<file path="config.mk">
export PLATFORM = sky130hd
export DESIGN_NAME = lexicographic_best_row_select_top
export DESIGN_NICKNAME = d
export VERILOG_FILES = /design/src/rtl/core/lbrs_pkg.sv /design/src/rtl/core/lbrs_compare.sv /design/src/rtl/core/lbrs_lead.sv /design/src/rtl/core/lexicographic_best_row_select_top.sv
export SDC_FILE = /design/constraint.sdc
export NUM_CORES = 1
export LEC_CHECK = 0
export BUFFER_PORTS_ARGS = -buffer_cell sky130_fd_sc_hd__buf_4
export CORE_ASPECT_RATIO = 0.9
export CORE_MARGIN = 10
export CORE_UTILIZATION = 28
export CTS_CLUSTER_SIZE = 10
export DETAILED_ROUTE_END_ITERATION = 8
export GPL_TIMING_DRIVEN = 0
export PLACE_DENSITY = 0.48
export SYNTH_ARGS = -nofsm -noshare
export SYNTH_HDL_FRONTEND = slang
export SYNTH_HIERARCHICAL = 1
export SYNTH_SLANG_ARGS = --single-unit
</file>
<file path="constraint.sdc">
create_clock -name clk -period 6.95 [get_ports clk]
set_clock_uncertainty 0.05 [all_clocks]
set_input_delay 1.39 -clock clk [delete_from_list [all_inputs] [get_ports clk]]
set_output_delay 1.39 -clock clk [all_outputs]
set_load 0.02 [all_outputs]
</file>
<file path="src/rtl/core/lbrs_pkg.sv">
`timescale 1ns / 1ps

package lbrs_pkg;

	localparam int DimW   = 8;
	localparam int NbW    = 10;
	localparam int MetW   = 32;
	localparam int TolW   = 16;
	localparam int OutRowW = 10;

	// one candidate row as it sits in the input register
	typedef struct packed {
		logic [DimW-1:0]   dim;
		logic [NbW-1:0]    nb;
		logic [MetW-1:0]   corr;
		logic [MetW-1:0]   abs_err;
		logic [MetW-1:0]   rms_err;
		logic              last;
	} item_t;

	// metrics and tie-break keys of the leading row
	typedef struct packed {
		logic [MetW-1:0]   corr;
		logic [MetW-1:0]   rms_err;
		logic [MetW-1:0]   abs_err;
		logic [NbW-1:0]    nb;
		logic [DimW-1:0]   dim;
	} metric_t;

	// outcome of comparing a row with the lead
	typedef struct packed {
		logic replace;   // row wins on metrics (or is first of set)
		logic tie_win;   // row wins only on neighbor count / dimension
	} dec_t;

	// lead after this row has been applied
	typedef struct packed {
		logic [DimW-1:0]    dim;
		logic [NbW-1:0]     nb;
		logic [OutRowW-1:0] row;
		logic               tie;
	} win_t;

endpackage

</file>
<file path="src/rtl/core/lbrs_compare.sv">
`timescale 1ns / 1ps

module lbrs_compare (
	input  lbrs_pkg::item_t              item,
	input  lbrs_pkg::metric_t            lead,
	input  logic                         have_lead,
	input  logic [lbrs_pkg::TolW-1:0]    tol,
	output lbrs_pkg::dec_t               dec
);
	import lbrs_pkg::*;

	logic signed [MetW+1:0] dc, dr, da, tol_p, tol_n;
	logic c_better, c_eq, r_better, r_eq, a_better, a_eq;
	logic metric_win, key_win;

	always_comb begin
		// differences at full precision, two guard bits so nothing wraps
		dc    = {{2{item.corr[MetW-1]}}, item.corr} - {{2{lead.corr[MetW-1]}}, lead.corr};
		dr    = {2'b00, lead.rms_err} - {2'b00, item.rms_err};
		da    = {2'b00, lead.abs_err} - {2'b00, item.abs_err};
		tol_p = {{(MetW+2-TolW){1'b0}}, tol};
		tol_n = -tol_p;

		c_better = dc > tol_p;
		c_eq     = (dc <= tol_p) && (dc >= tol_n);
		r_better = dr > tol_p;
		r_eq     = (dr <= tol_p) && (dr >= tol_n);
		a_better = da > tol_p;
		a_eq     = (da <= tol_p) && (da >= tol_n);

		metric_win = c_better || (c_eq && r_better) || (c_eq && r_eq && a_better);
		key_win    = (item.nb < lead.nb) || ((item.nb == lead.nb) && (item.dim < lead.dim));

		dec.replace = !have_lead || metric_win;
		dec.tie_win = have_lead && !metric_win && c_eq && r_eq && a_eq && key_win;
	end

endmodule

</file>
<file path="src/rtl/core/lbrs_lead.sv">
`timescale 1ns / 1ps

module lbrs_lead #(
	parameter int MAX_ROWS = 1024
) (
	input  logic                         clk,
	input  logic                         arst_n,
	input  logic                         adv,
	input  lbrs_pkg::item_t              item,
	input  logic [lbrs_pkg::TolW-1:0]    tol,
	output lbrs_pkg::win_t               win
);
	import lbrs_pkg::*;

	localparam int CW = (MAX_ROWS > 1) ? $clog2(MAX_ROWS) : 1;
	localparam int RW = (CW > OutRowW) ? CW : OutRowW;

	logic            have_lead_q;
	metric_t         lead_q;
	logic [CW-1:0]   lead_row_q;
	logic [CW-1:0]   row_cnt_q;
	logic            tie_q;

	metric_t         lead_upd;
	logic [CW-1:0]   row_upd;
	logic            tie_upd;
	logic [CW-1:0]   cnt_inc;
	logic [RW-1:0]   row_ext;
	dec_t            dec;

	lbrs_compare u_compare (
		.item      (item),
		.lead      (lead_q),
		.have_lead (have_lead_q),
		.tol       (tol),
		.dec       (dec)
	);

	always_comb begin
		lead_upd = lead_q;
		row_upd  = lead_row_q;
		tie_upd  = tie_q;
		if (dec.replace) begin
			lead_upd.corr    = item.corr;
			lead_upd.rms_err = item.rms_err;
			lead_upd.abs_err = item.abs_err;
			lead_upd.nb      = item.nb;
			lead_upd.dim     = item.dim;
			row_upd          = row_cnt_q;
			tie_upd          = 1'b0;
		end else if (dec.tie_win) begin
			// metrics of the lead stay, only the keys move
			lead_upd.nb  = item.nb;
			lead_upd.dim = item.dim;
			row_upd      = row_cnt_q;
			tie_upd      = 1'b1;
		end

		// index saturates at the last row slot
		if (row_cnt_q < CW'(MAX_ROWS - 1)) begin
			cnt_inc = row_cnt_q + CW'(1);
		end else begin
			cnt_inc = row_cnt_q;
		end

		row_ext = RW'(row_upd);
		win.dim = lead_upd.dim;
		win.nb  = lead_upd.nb;
		win.row = row_ext[OutRowW-1:0];
		win.tie = tie_upd;
	end

	always_ff @(posedge clk or negedge arst_n) begin
		if (!arst_n) begin
			have_lead_q <= 1'b0;
			lead_q      <= '0;
			lead_row_q  <= '0;
			row_cnt_q   <= '0;
			tie_q       <= 1'b0;
		end else if (adv) begin
			if (item.last) begin
				have_lead_q <= 1'b0;
				lead_q      <= '0;
				lead_row_q  <= '0;
				row_cnt_q   <= '0;
				tie_q       <= 1'b0;
			end else begin
				have_lead_q <= 1'b1;
				lead_q      <= lead_upd;
				lead_row_q  <= row_upd;
				row_cnt_q   <= cnt_inc;
				tie_q       <= tie_upd;
			end
		end
	end

endmodule

</file>
<file path="src/rtl/core/lexicographic_best_row_select_top.sv">
`timescale 1ns / 1ps

// Best-row selector: takes one candidate row per cycle and keeps the lead
// by correlation, then RMS error, then absolute error (each within the
// tolerance register), then smaller neighbor count and dimension. A row is
// compared against the registered lead while it sits in the input register; a
// row marked last is held there until the result slot is free or draining,
// then produces one result request and resets the set state. Sustained rate is
// one row per cycle; input stalls only while a result is waiting and another last
// row is ready. tolerance should be written between sets. Row indices saturate at
// MAX_ROWS-1 and are reported as their low 10 bits.

module lexicographic_best_row_select_top #(
	parameter int MAX_ROWS = 1024
) (
	input  logic                 clk,
	input  logic                 arst_n,

	input  logic                 cfg_write,
	input  logic [15:0]          cfg_data,

	input  logic                 in_valid,
	output logic                 in_stall,
	input  logic [7:0]           embed_dim,
	input  logic [9:0]           neighbor_count,
	input  logic signed [31:0]   corr,
	input  logic [31:0]          abs_err,
	input  logic [31:0]          rms_err,
	input  logic                 last_row,

	output logic                 out_valid,
	input  logic                 out_stall,
	output logic [7:0]           opt_dim,
	output logic [9:0]           opt_neighbors,
	output logic [9:0]           opt_row_index,
	output logic                 tie_used
);
	import lbrs_pkg::*;

	logic [TolW-1:0] tol_q;
	logic            valid_s1;
	item_t           item_s1;
	logic            out_valid_q;
	win_t            res_q;
	win_t            win;
	logic            adv;
	logic            in_acc;

	// a last row may only move on when the result slot is free or draining
	assign adv      = valid_s1 && (!item_s1.last || !out_valid_q || !out_stall);
	assign in_stall = valid_s1 && !adv;
	assign in_acc   = in_valid && !in_stall;

	lbrs_lead #(
		.MAX_ROWS (MAX_ROWS)
	) u_lead (
		.clk    (clk),
		.arst_n (arst_n),
		.adv    (adv),
		.item   (item_s1),
		.tol    (tol_q),
		.win    (win)
	);

	always_ff @(posedge clk or negedge arst_n) begin
		if (!arst_n) begin
			tol_q       <= '0;
			valid_s1    <= 1'b0;
			out_valid_q <= 1'b0;
		end else begin
			if (cfg_write) begin
				tol_q <= cfg_data;
			end
			if (in_acc) begin
				valid_s1 <= 1'b1;
			end else if (adv) begin
				valid_s1 <= 1'b0;
			end
			if (adv && item_s1.last) begin
				out_valid_q <= 1'b1;
			end else if (!out_stall) begin
				out_valid_q <= 1'b0;
			end
		end
	end

	always_ff @(posedge clk) begin
		if (in_acc) begin
			item_s1.dim     <= embed_dim;
			item_s1.nb      <= neighbor_count;
			item_s1.corr    <= corr;
			item_s1.abs_err <= abs_err;
			item_s1.rms_err <= rms_err;
			item_s1.last    <= last_row;
		end
		if (adv && item_s1.last) begin
			res_q <= win;
		end
	end

	assign out_valid     = out_valid_q;
	assign opt_dim       = res_q.dim;
	assign opt_neighbors = res_q.nb;
	assign opt_row_index = res_q.row;
	assign tie_used      = res_q.tie;

endmodule

</file>
* Word level (Yosys, flattened, before mapping) *
Cells that the tools add are included.
W data, S select, Z words.

operators by class
  add/subtract/negate cells = 5
  magnitude comparators = 12
  equality and inequality tests = 2
  multiplexer cells = 17
  reductions and logical operators = 34

operators with widths
  kind                     count
  $mux W114                1
  $sub A32 B32 Y33         3
  $mux W96                 1
  $ge A33 B34 Y1           2
  $gt A33 B17 Y1           2
  $le A33 B17 Y1           2
  $mux W10                 5
  $mux W18                 2
  $ge A34 B34 Y1           1
  $gt A34 B17 Y1           1
  $le A34 B17 Y1           1
  $neg A16 Y34             1
  $logic_and A1 B1 Y1      16
  $add A10 B1 Y10 const B  1
  $eq A10 B10 Y1           1
  $lt A10 B10 Y1           1
  $lt A10 B10 Y1 const B   1
  $lt A8 B8 Y1             1
  $mux W1                  8
  $logic_not A1 Y1         7
  $logic_or A1 B1 Y1       6
  $reduce_bool A2 Y1       3
  $reduce_and A2 Y1        2
  $ne A2 B1 Y1 const B     1

storage, ports and cells
  bits in registers = 298
  output and inout port bits = 31
  logic and storage cells = 92

* Logic depth before layout (Yosys ltp) *
Gate-level depths: netlist of run 1.

  depth in word-level cells = 15
  depth in mapped cells = 27
  gate-level depth less buffers = 26

* Modules after synthesis *
Netlist of run 1, hierarchy kept.

modules (own cells, without submodules)
  module                             instances  cells each  area each (um^2)  seq. area each (um^2)
  lbrs_compare                       1          1,446       10,178.5          0.0
  lbrs_lead                          1          432         5,447.7           3,403.3
  lexicographic_best_row_select_top  1          190         5,072.4           4,774.6

* Worst setup path after synthesis of run 1 *
OpenSTA, ideal clock, no wires.

  path kind = flip-flop to flip-flop
  start point = register item_s1[65] (netlist name)
  end point = register res_q, in the netlist opt_neighbors[9], data pin
  arrival = 5.025 ns
  required time = 6.637 ns
  path slack = 1.612 ns
  stages on the path, launching flop included = 23
  period minus slack after synthesis = 5.338 ns
  cell sequence = edfxtp_1 -> inv_1 -> ha_1 -> fa_1 -> nand2b_1 -> a21oi_1 -> o21ai_0 -> a21oi_1 -> a21oi_2 -> or4b_1 -> o211ai_1 -> xor2_1 -> ha_1 -> nand4_1 -> or2_2 -> o311ai_0 -> mux2i_1 -> nor2_1 -> o21ai_1 -> o221ai_1 -> nor2_4 -> buf_4 -> mux2_2

RTL lines
  element               line                                     text
  start, declared       lexicographic_best_row_select_top.sv:42  item_t item_s1;
  end signal, assigned  lexicographic_best_row_select_top.sv:97  res_q <= win;
  end, declared         lexicographic_best_row_select_top.sv:44  win_t res_q;

==> results of run 1 <==
==> report_power, final <==
part | total (mW) | internal [mW] | switching [mW] | leakage [nW]
combinational | 2.48 | 1.01 | 1.47 | 7.03
clock | 1.96 | 1.13 | 0.824 | 0.582
sequential | 2.15 | 2.03 | 0.116 | 3.40
==> state kept, by name, indices dropped and copies added, names as in the netlist <==
| register | count |
|---|---|
| valid_s1 | 1 |
| tie_used | 1 |
| opt_row_index | 10 |
| u_lead/tie_q | 1 |
| out_valid | 1 |
| opt_neighbors | 10 |
| tol_q | 16 |
| item_s1 | 115 |
| u_lead/lead_q | 114 |
| opt_dim | 8 |
| u_lead/row_cnt_q | 10 |
| u_lead/lead_row_q | 10 |
| u_lead/have_lead_q | 1 |
==> worst max-delay path: stages, from the launching register on <==
cell	delay (ns)
edfxtp_1	0.35
inv_1	0.05
ha_1	0.32
fa_1	0.43
nand2b_1	0.18
a21oi_1	0.36
o21ai_0	0.23
a21oi_1	0.36
a21oi_2	0.15
or4b_1	0.54
o211ai_1	0.11
xor2_1	0.26
ha_1	0.19
nand4_1	0.10
or2_2	0.35
o311ai_0	0.44
mux2i_1	0.33
nor2_1	0.06
o21ai_1	0.17
o221ai_4	0.25
o21ai_4	0.31
clkbuf_4	0.31
buf_2	0.33
a22o_1	0.20
==> synth_stat cells, types with 7 or more instances <==
library cell    n  share of area, %
mux2_2         32               1.7
nor2_1        111               2.0
buf_2          19              0.46
xor2_1         32               1.4
a21oi_1       137               3.3
o21a_1         22              0.80
o21ai_0       104               2.5
nand3_1        33              0.80
o211ai_1       14              0.51
edfxtp_1      144                21
dfrtp_1       154                19
or2_2          11              0.33
a31o_2          9              0.38
nand4_1        55               1.7
mux2_4         10              0.73
a31oi_1        23              0.70
xnor2_1        56               2.4
nor4_1         17              0.51
and3_1         18              0.54
nor3_1         43               1.0
a311oi_1        8              0.34
nor2b_1        13              0.39
buf_6          11              0.60
a21o_1         61               2.2
a21boi_0        7              0.25
and2_1         18              0.54
inv_1         195               3.5
nand2_1       135               2.4
a211oi_1       24              0.87
or3_1          10              0.30
nand2b_1       19              0.57
ha_1          263                16
clkbuf_1       26              0.47
a22o_1         99               4.2
==> final timing paths <==
path,startpoint,end,cells past startpoint
min,item_s1[49]$_DFFE_PP_,u_lead/lead_q[34]$_DFFE_PN0P_,1
min reg2reg,item_s1[49]$_DFFE_PP_,u_lead/lead_q[34]$_DFFE_PN0P_,1
max,item_s1[65]$_DFFE_PP_,u_lead/lead_q[48]$_DFFE_PN0P_,23
min in group asynchronous,arst_n,u_lead/lead_q[85]$_DFFE_PN0P_,1
max reg2reg,item_s1[65]$_DFFE_PP_,u_lead/lead_q[48]$_DFFE_PN0P_,23
max in group asynchronous,arst_n,u_lead/lead_q[3]$_DFFE_PN0P_,2
==> per-stage QoR <==
| stage | std cells | power [mW] | TNS, ns |
|---|---|---|---|
| CTS | 3268 | 6.641 | 0 |
| floorplan | 2068 | 3.875 | 0 |
| global placement | 3193 | 4.562 | -4.497 |
| detailed placement | 3196 | 4.613 | -4.762 |
| global route | 3273 | 7.060 | 0 |
| finish | 3275 | 6.583 | 0 |
==> cells in the final DEF, fill, tap and decap left out, types with 11 or more instances in the layout <==
cell / count
nor2_1: 111
o21ai_0: 104
a211oi_1: 24
buf_2: 18
buf_4: 177
ha_1: 263
xnor2_1: 56
a21oi_1: 136
and3_1: 18
clkbuf_16: 38
or2_2: 11
nand4_1: 55
edfxtp_1: 144
a21o_1: 61
nand2b_1: 19
xor2_1: 32
nand3_1: 33
a22o_1: 99
clkbuf_1: 45
nor4_1: 17
nor3_1: 41
buf_6: 11
nand2_1: 135
and2_1: 17
o211ai_1: 14
nor2b_1: 13
mux2_2: 32
o21a_1: 22
dfrtp_1: 154
inv_1: 195
a31oi_1: 23
==> cell families (layout without fill, tap and decap cells) <==
| group | count (synthesis) | in the layout | synth area share, % |
|---|---|---|---|
| buffers and inverters | 260 | 505 | 5.416 |
| AO/OA/AOI/OAI | 593 | 593 | 19.83 |
| flip-flops | 298 | 298 | 39.51 |
| XOR/XNOR | 88 | 88 | 3.724 |
| AND/OR/NAND/NOR | 515 | 515 | 12.57 |
| adder cells (fa/ha/maj) | 266 | 266 | 16.19 |
| multiplexers | 48 | 48 | 2.763 |
| other | 0 | 2 | 0 |
==> cell type report <==
type | count | share of cell area, %
Clock buffer | 60 | 4.292
Tap cell | 960 | 4.893
Multi-Input combinational cell | 1510 | 46.64
Timing Repair Buffer | 175 | 5.597
Sequential cell | 298 | 33.31
Clock inverter | 10 | 0.6626
Inverter | 195 | 2.982
Buffer | 65 | 1.600
Antenna cell | 2 | 0.02039
==> per-layer routing <==
metal,up-vias,routed length (µm),share of wire (%)
li1,8133,-,-
met1,7962,30190,49
met2,385,27090,44
met3,81,3356,5.4
met4,2,1550,2.5
met5,-,20,0.032
==> repair_timing <==
action	4_1_cts	5_1_grt
pin swaps	1	1
hold buffers	0	0
setup endpoints to repair	48	152
setup buffers	2	5
resized for setup	1	6
==> qor.yml, run 1 <==
leakage_nw: 11.01
worstPathMaxFanout: 10
rows: 94
vias: 16563
grt_use_met1_pct: 19.89
power_density_nw_per_um2: 268.2
place_hpwl_mm: 48.87
drive_above_1_share_pct: 15.18
slew_headroom_pct: 19.59
cp.arrival_ns: 7.01
layout_setup_ws_ns: 0.4036
grt_use_total_pct: 14.24
synth_area_um2: 20700
synth_edf_count: 144
hold_violations: 0
drv_slew: 0
synth_warnings: 6
synth-main-ff-cell: "dfrtp_1"
finalWirelength_mm: 62.20
io_pins: 167
drtPass1Iterations: 5
cts_made_buffers: 38
port_buffers: 165
period_minus_slack_ns: 6.546
dp_worst_setup_slack_ns: -0.1921
grt.busiest_layer: "met2"
regArea_um2: 8178
setup_viol: 0
post_drt_via_cell_ratio: 5.057
multi_input_area_um2: 11450
synth-seq-cells: 298
met2_usage_pct: 22.09
fin_crit_sh_pct: 94.19
worstSetupPathType: "reg2reg"
cp-end-kind: "register"
wl_per_cell_um: 18.99
worstPathRequired_ns: 7.41
status: "finished clean"
grt_pass1_vias: 16673
r2r_setup_slack_ns: 0.40
max_freq_mhz: 152.8
syn_area_per_cell_um2: 10.01
post_dp_cell_area_um2: 23240
grt_pass1_wl_mm: 97.06
ir_worst_vdd_uv: 164.0
die_x_um: 306.6
rsz0062_at_grt: "no"
die-area_um2: 85210
floorplan.initialDensity_pct: 28.29
synth_cell_type_count: 93
cts-root-buf: "clkbuf_16"
clk_pin_slew_ns: 0.05
grt_overflow_total: 0
die_h_um: 277.9
whs_ns: 0.4456
grt_util_met3_pct: 2.847
antenna_found_initial: 2
async_reset_ff_share_pct: 51.68
core-area_um2: 73160
yosysSeqAreaShare_pct: 39.51
synthesis.nets: 2470
hold_class: "reg2reg"
startpoint_type: "register"
grt_max_degree: 93
cts_buffer_depth: 3
cts_tree: "done"
finish.utilization_pct: 33.56
ant_nets: 0
final_nets: 2685
syn_inst: 2068
first_iter_violations: 938
htree_num_levels: 2
drcViolationCount: 0
stdcell_area_um2: 24550
cts.sinks: 298
clock_latency_ns: 0.59
worst_slew_pin_slew_ns: 1.197
fillers: 7524
maxCapViolCount: 0
place_congestion: 0.9348
syn_to_final_growth_pct: 18.59
Power figures use the tool's default switching activity.
==> inputs of run 2 (changes only) <==
--- a/config.mk
+++ b/config.mk
@@ -12,7 +12,7 @@
 export CTS_CLUSTER_SIZE = 10
 export DETAILED_ROUTE_END_ITERATION = 8
 export GPL_TIMING_DRIVEN = 0
-export PLACE_DENSITY = 0.48
+export PLACE_DENSITY = 0.5
 export SYNTH_ARGS = -nofsm -noshare
 export SYNTH_HDL_FRONTEND = slang
 export SYNTH_HIERARCHICAL = 1
==> constraint.sdc (replaced) <==
create_clock -name clk -period 5.7 [get_ports clk]
set_clock_uncertainty 0.05 [all_clocks]
set_input_delay 1.14 -clock clk [delete_from_list [all_inputs] [get_ports clk]]
set_output_delay 1.14 -clock clk [all_outputs]
set_load 0.02 [all_outputs]
==> run 2 against run 1 <==
Effect of this change:
- total power up 26%
- count of clock-buffer cells in the layout down 3
- sequential power up 22%
- via count up 1.3%
- cell count up 0.98%
- worst hold slack worse by 0.0024 ns
- core utilization up 1.8 points
- first-iteration DRC count up 1.8%
- largest power group unchanged
==> qor.yml, run 2 (synthesis gave the netlist of run 1 again) <==
status: "finished clean"
die_x_um: 306.6  # unchanged
leakage_nw: 11.55  # +4.9%
cts.sinks: 298  # unchanged
regMostFlops: "item_s1"
fin_crit_sh_pct: 97.11  # +2.9 points
antenna_cells: 0  # -2
drv_slew: 0  # unchanged
grt_pass1_vias: 16876  # +1.2%
vias: 16784  # +1.3%
critPathCapture: "u_lead/lead_q[7]$_DFFE_PN0P_"
grt_max_degree: 93  # unchanged
cts_made_buffers: 38  # unchanged
cp.arrival_ns: 5.93  # -1.08 ns
floorplan.initialDensity_pct: 28.29  # unchanged
holdCritStartpoint: "item_s1[39]$_DFFE_PP_"
die-area_um2: 85210  # unchanged
r2r_end: "u_lead/lead_q[7]$_DFFE_PN0P_"
maxCapViolCount: 0  # unchanged
whs_ns: 0.4433  # -0.002367 ns
largest_register_ffs: 115  # unchanged
ant_nets: 0  # unchanged
place_congestion: 0.8803  # -5.8%
finalWirelength_mm: 64.02  # +2.9%
antenna_found_initial: 2  # unchanged
hold_class: "reg2reg"
dp_cells: 3198  # +0.063%
worstSetupPathType: "reg2reg"
place_hpwl_mm: 49.25  # +0.77%
first_iter_violations: 955  # +1.8%
grt_use_total_pct: 14.42  # +0.18 points
r2r_setup_slack_ns: 0.16  # -0.24 ns
power_density_nw_per_um2: 320.9  # +20%
cts_tree: "done"
cts-root-buf: "clkbuf_16"
fin_cells: 3307  # +0.98%
worstPathRequired_ns: 6.09  # -1.32 ns
rsz0062_at_grt: "yes"
final_nets: 2721  # +1.3%
grt_overflow_total: 0  # unchanged
final_cell_mix: "245 x ha_1, 210 x buf_4, 194 x inv_1, 154 x dfrtp_1, 144 x edfxtp_1"
ir_worst_vdd_uv: 189.9  # +16%
period_minus_slack_ns: 5.535  # -1.011 ns
cp-end-kind: "register"
syn_to_final_growth_pct: 24.86
worst_slew_pin_slew_ns: 0.9141  # -0.2828 ns
finish.utilization_pct: 35.33  # +1.8 points
drtPass1Iterations: 6  # +1
die_h_um: 277.9  # unchanged
drive_above_1_share_pct: 21.86  # +6.7 points
slew_headroom_pct: 38.59  # +19 points
cts_buffer_depth: 3  # unchanged
core-area_um2: 73160  # unchanged
rows: 94  # unchanged
clk_pin_slew_ns: 0.06  # about the same
reg2reg_from: "item_s1[87]$_DFFE_PP_"
fin_tns_setup_ns: 0  # unchanged
post_drt_via_cell_ratio: 5.075  # +0.35%
final_common_cell: "ha_1"
setup_viol: 0  # unchanged
top_regs: "item_s1: 115 flops, u_lead/lead_q: 114 flops, tol_q: 16 flops"
max_freq_mhz: 180.7  # +18%
io_pins: 167  # unchanged
worstPathMaxFanout: 8  # -2
r2r_cells: 26  # +13%
grt_pass1_wl_mm: 98.03  # +1.0%
crit_start: "item_s1[87]$_DFFE_PP_"
port_buffers: 165  # unchanged
startpoint_type: "register"
wl_per_cell_um: 19.36  # +1.9%
htree_num_levels: 2  # unchanged
finalPower_mw: 8.293  # +26%
hold_violations: 0  # unchanged
drcViolationCount: 0  # unchanged
clock_latency_ns: 0.58  # about the same
-- run 2: routing by layer --
layer / global-route usage [%] / wire length [µm]
met1: 19.41 / 30210
met2: 23.10 / 28900
met3: 3.089 / 3539
met4: 3.895 / 1360
met5: 0 / 14
-- run 2: how the worst min path moves through the flow --
stage,endpoint,slack (ns),cells after the start
2_1_floorplan,u_lead/lead_q[41]$_DFFE_PN0P_,0.42,1
3_3_place_gp,u_lead/lead_q[20]$_DFFE_PN0P_,0.43,1
3_5_place_dp,u_lead/lead_q[55]$_DFFE_PN0P_,0.43,1
4_1_cts,u_lead/lead_q[24]$_DFFE_PN0P_,0.45,1
5_1_grt,u_lead/lead_q[74]$_DFFE_PN0P_,0.46,1
6_report,u_lead/lead_q[24]$_DFFE_PN0P_,0.44,1
-- run 2: repair_timing --
item | 4_1_cts | 5_1_grt
gates cloned | 0 | 2
hold buffers | 0 | 0
resized for setup | 66 | 169
buffers inserted | 12 | 32
endpoints found under the hold margin | 0 | 0
setup endpoints to repair | 154 | 152
pin swaps | 15 | 75
-- run 2: worst max-delay path, cell delays in order, from the launching register on --
cell	delay (ns)
edfxtp_1	0.43
ha_4	0.24
buf_6	0.13
a21o_1	0.18
or4_4	0.47
a221o_1	0.38
a211oi_2	0.29
buf_4	0.17
o21ai_2	0.06
a21oi_2	0.17
xnor2_2	0.10
ha_1	0.29
nand4_1	0.07
or2_4	0.30
nor4_4	0.15
nand4_1	0.23
nand3b_1	0.14
mux2i_1	0.10
nor2_1	0.14
o21ai_2	0.09
and4b_2	0.40
nor2_4	0.07
buf_12	0.14
clkbuf_16	0.16
mux2_4	0.31
nand2_1	0.05
o21ai_0	0.08
-- run 2: power by group --
group          total [mW]  internal, mW  switching (mW)
Combinational        3.32          1.40            1.92
Clock                2.35          1.36           0.986
Sequential           2.62          2.48           0.145
-- run 2: metrics by stage --
| stage | setup slack [ns] | cell area, µm² |
|---|---|---|
| after floorplan | 0.3621 | 20700 |
| after global placement | -1.442 | 23140 |
| after detailed placement | -1.444 | 23290 |
| after CTS | -0.005666 | 24850 |
| after global routing | -0.06546 | 25840 |
| final | 0.1649 | 25840 |
-- run 2: layout make-up --
class,count,area (µm²)
fillers,7401,47310
multi-input cells,1510,12310
flip-flops and latches,298,8178
repair buffers,216,1785
well taps,960,1201
clock buffers,57,1032
inverters,195,732.0
plain buffers,60,436.7
clock inverters,11,168.9
==> inputs of run 3 (changes only) <==
--- a/config.mk
+++ b/config.mk
@@ -5,6 +5,7 @@
 export SDC_FILE = /design/constraint.sdc
 export NUM_CORES = 1
 export LEC_CHECK = 0
+export ABC_AREA = 1
 export BUFFER_PORTS_ARGS = -buffer_cell sky130_fd_sc_hd__buf_4
 export CORE_ASPECT_RATIO = 0.9
 export CORE_MARGIN = 10
==> run 3 against run 2 <==
Effect of this change:
- sequential share of layout area decreased by 1.8 points
- via count up 20%
- worst hold slack worse by 0.00090 ns
- register-to-register slack better by 0.16 ns
- synthesized cell count is 49% higher
- synthesized area up 10%
- worst setup slack better by 0.16 ns
- cell area increased by 6.1%
==> qor.yml, run 3 <==
status: "finished clean"
synth-main-ff-cell: "dfrtp_1"
max_freq_mhz: 186.2  # +3.0%
post_drt_via_cell_ratio: 4.576  # -9.8%
worstPathMaxFanout: 10  # +2
holdCritStartpoint: "u_lead/tie_q$_DFFE_PN0P_"
grt_overflow_total: 0  # unchanged
core-area_um2: 81010  # +11%
hold_class: "reg2reg"
antenna_cells: 0  # unchanged
die_x_um: 321.3  # +4.8%
synth_edf_count: 144  # unchanged
final_nets: 3713  # +36%
cts_made_buffers: 40  # +5.3%
whs_ns: 0.4424  # -0.0009010 ns
r2r_cells: 32  # +23%
synthesis.nets: 3478  # +41%
worstPathRequired_ns: 5.98  # -0.11 ns
synth_warnings: 6  # unchanged
regMostFlops: "item_s1"
synthMuxAreaShare_pct: 0  # -2.8 points
antenna_found_initial: 0  # -2
syn_inst: 3076  # +49%
maxCapViolCount: 0  # unchanged
die-area_um2: 93530  # +9.8%
startpoint_type: "register"
synth-simple-area-share_pct: 25.55  # +13 points
cts_buffer_depth: 3  # unchanged
fin_cells: 4400  # +33%
setup_viol: 0  # unchanged
cp-end-kind: "register"
cp_common_cell: "buf_4"
crit_path_top_delay_cell: "dfrtp_2"
die_h_um: 291.1  # +4.8%
ant_nets: 0  # unchanged
cts.sinks: 298  # unchanged
power_density_nw_per_um2: 310.2  # -3.3%
async_reset_ff_share_pct: 51.68  # unchanged
wl_per_cell_um: 16.57  # -14%
synth_compound_area_share_pct: 10.23  # -9.6 points
hold_depth: 2  # +1
cp.arrival_ns: 5.66  # -0.27 ns
io_pins: 167  # unchanged
port_buffers: 166  # +0.61%
largest_register_ffs: 115  # unchanged
final_common_cell: "nand2_1"
r2r_setup_slack_ns: 0.33  # +0.16 ns
yosys-top-cells-count: "746 x nand2_1, 626 x inv_1, 263 x ha_1"
top_regs: "item_s1: 115 flops, u_lead/lead_q: 114 flops, tol_q: 16 flops"
yosysSeqAreaShare_pct: 35.75  # -3.8 points
ir_worst_vdd_uv: 198.1  # +4.3%
leakage_nw: 13.80  # +19%
synth-seq-cells: 298  # unchanged
layout_setup_ws_ns: 0.3282  # +0.1633 ns
cts_tree: "done"
grt_use_total_pct: 15.26  # +0.85 points
synth_area_um2: 22870  # +10%
dp_worst_setup_slack_ns: -1.390  # +0.05342 ns
period_minus_slack_ns: 5.372  # -0.1633 ns
final_cell_mix: "744 x nand2_1, 622 x inv_1, 262 x ha_1, 225 x nand3_1, 195 x buf_4"
synth_top_family_by_area: "simple AND/OR/NAND/NOR gates"
finalWirelength_mm: 72.89  # +14%
grt_max_degree: 87  # -6.5%
reg2reg_from: "tol_q[1]$_DFFE_PN0P_"
drv_slew: 0  # unchanged
worst_slew_pin_slew_ns: 0.8821  # -0.03196 ns
vias: 20134  # +20%
floorplan.initialDensity_pct: 28.23  # -0.061 points
drive_above_1_share_pct: 12.13  # -9.7 points
first_iter_violations: 1345  # +41%
critPathMaxStageDelay_ns: 0.44  # -0.03 ns
r2r_end: "opt_row_index[1]$_DFFE_PP_"
hold_violations: 0  # unchanged
cts-root-buf: "clkbuf_16"
syn_to_final_growth_pct: 19.92
place_hpwl_mm: 58.57  # +19%
grt_pass1_wl_mm: 113.4  # +16%
htree_num_levels: 2  # unchanged
clock_latency_ns: 0.59  # about the same
drtPass1Iterations: 6  # unchanged
slew_headroom_pct: 41.19  # +2.6 points
post_dp_cell_area_um2: 25570  # +9.8%
synth_most_common_cell: "nand2_1"
clk_pin_slew_ns: 0.05  # about the same
fin_crit_sh_pct: 94.24  # -2.9 points
synthTopCellsByArea: "edfxtp_1 19%, dfrtp_1 17%, ha_1 14%"
grt_pass1_vias: 19667  # +17%
synth_fa_ha_area_share_pct: 14.65  # -1.5 points
drcViolationCount: 0  # unchanged
synth_xor_area_share_pct: 2.183  # -1.5 points
synth_cell_type_count: 54  # -42%
worstSetupPathType: "reg2reg"
dp_cells: 4307  # +35%
place_congestion: 0.9099  # +3.4%
whs_endpoint: "u_lead/tie_q$_DFFE_PN0P_"
syn_area_per_cell_um2: 7.436  # -26%
rows: 99  # +5.3%
yosysTopAreaCell: "edfxtp_1"
synth_top_area_share_pct: 18.91  # -2.0 points
stdcell_area_um2: 27430  # +6.1%
==> run 3: cell count changes after synthesis, sizes merged, moves of 46 or more <==
| cell | before | now |
|---|---|---|
| a21o | 61 | 3 |
| a22o | 99 | 0 |
| inv | 195 | 631 |
| nand2 | 135 | 774 |
| nand3 | 34 | 231 |
| nor2 | 112 | 215 |
| o21ai | 111 | 184 |
| xnor2 | 56 | 10 |
==> run 3: cells by family after synthesis <==
| kind of cell | after synthesis |
|---|---|
| xor+xnor | 57 |
| buf+inv | 682 |
| simple gates | 1352 |
| fa+ha+maj | 266 |
| compound gates | 421 |
| flops | 298 |
==> run 3: routing by layer <==
metal,track usage [%],up-vias,part of all wire (%),routed length [µm]
met5,0,-,0,0
met1,21.92,9215,50,36260
met2,24.04,395,44,31830
met4,3.789,0,2.2,1574
li1,-,10451,-,-
met3,1.720,73,4.4,3231
==> run 3: worst max path at each step <==
| stage | startpoint | endpoint | slack, ns | cells after the start |
|---|---|---|---|---|
| after floorplan | out_stall | item_s1[0]$_DFFE_PP_ | 0.84 | 3 |
| after global placement | tol_q[1]$_DFFE_PN0P_ | u_lead/lead_q[19]$_DFFE_PN0P_ | -1.30 | 28 |
| after detailed placement | tol_q[1]$_DFFE_PN0P_ | u_lead/lead_q[19]$_DFFE_PN0P_ | -1.39 | 28 |
| after CTS | tol_q[1]$_DFFE_PN0P_ | opt_neighbors[0]$_DFFE_PP_ | 0.007 | 34 |
| after global routing | tol_q[1]$_DFFE_PN0P_ | opt_row_index[1]$_DFFE_PP_ | -0.03 | 33 |
| final | tol_q[1]$_DFFE_PN0P_ | opt_row_index[1]$_DFFE_PP_ | 0.33 | 32 |
==> run 3: layout make-up <==
type | instances | area [µm²]
fillers | 8729 | 53580
multi-input cells | 2097 | 12350
flip-flops and latches | 298 | 8180
inverters | 631 | 2371
repair buffers | 193 | 1579
well taps | 1060 | 1326
clock buffers | 57 | 1105
plain buffers | 50 | 324.1
clock inverters | 14 | 188.9
==> run 3: repair_timing <==
| item | CTS | global route |
|---|---|---|
| setup endpoints to repair | 154 | 153 |
| cloned | 0 | 1 |
| resized for setup | 32 | 75 |
| buffers inserted | 17 | 4 |
| pin swaps | 7 | 6 |
| hold buffers | 0 | 0 |
==> run 3: where the power goes <==
part	internal (mW)	switching, mW	leakage, nW
clock network	1.46	1.02	0.626
registers	2.49	0.142	3.40
logic	1.16	2.24	9.78
total	5.11	3.40	13.8
==> run 3: through the flow <==
step	power (mW)	util [%]	setup TNS, ns
finish	8.510	33.86	0
global route	9.196	33.86	-0.1650
CTS	8.554	33.51	0
detailed placement	5.970	31.57	-173.60
global placement	5.941	31.41	-300.09
floorplan	4.902	-	0
==> run 3: worst max-delay path, delay by kind of cell, from the launching register on <==
| family | cells | cell delay (ns) |
|---|---|---|
| adder cells (fa/ha/maj) | 2 | 0.32 |
| buffers and inverters | 12 | 1.53 |
| AND/OR/NAND/NOR | 17 | 2.51 |
| flip-flops | 1 | 0.44 |
| AO/OA/AOI/OAI | 1 | 0.24 |
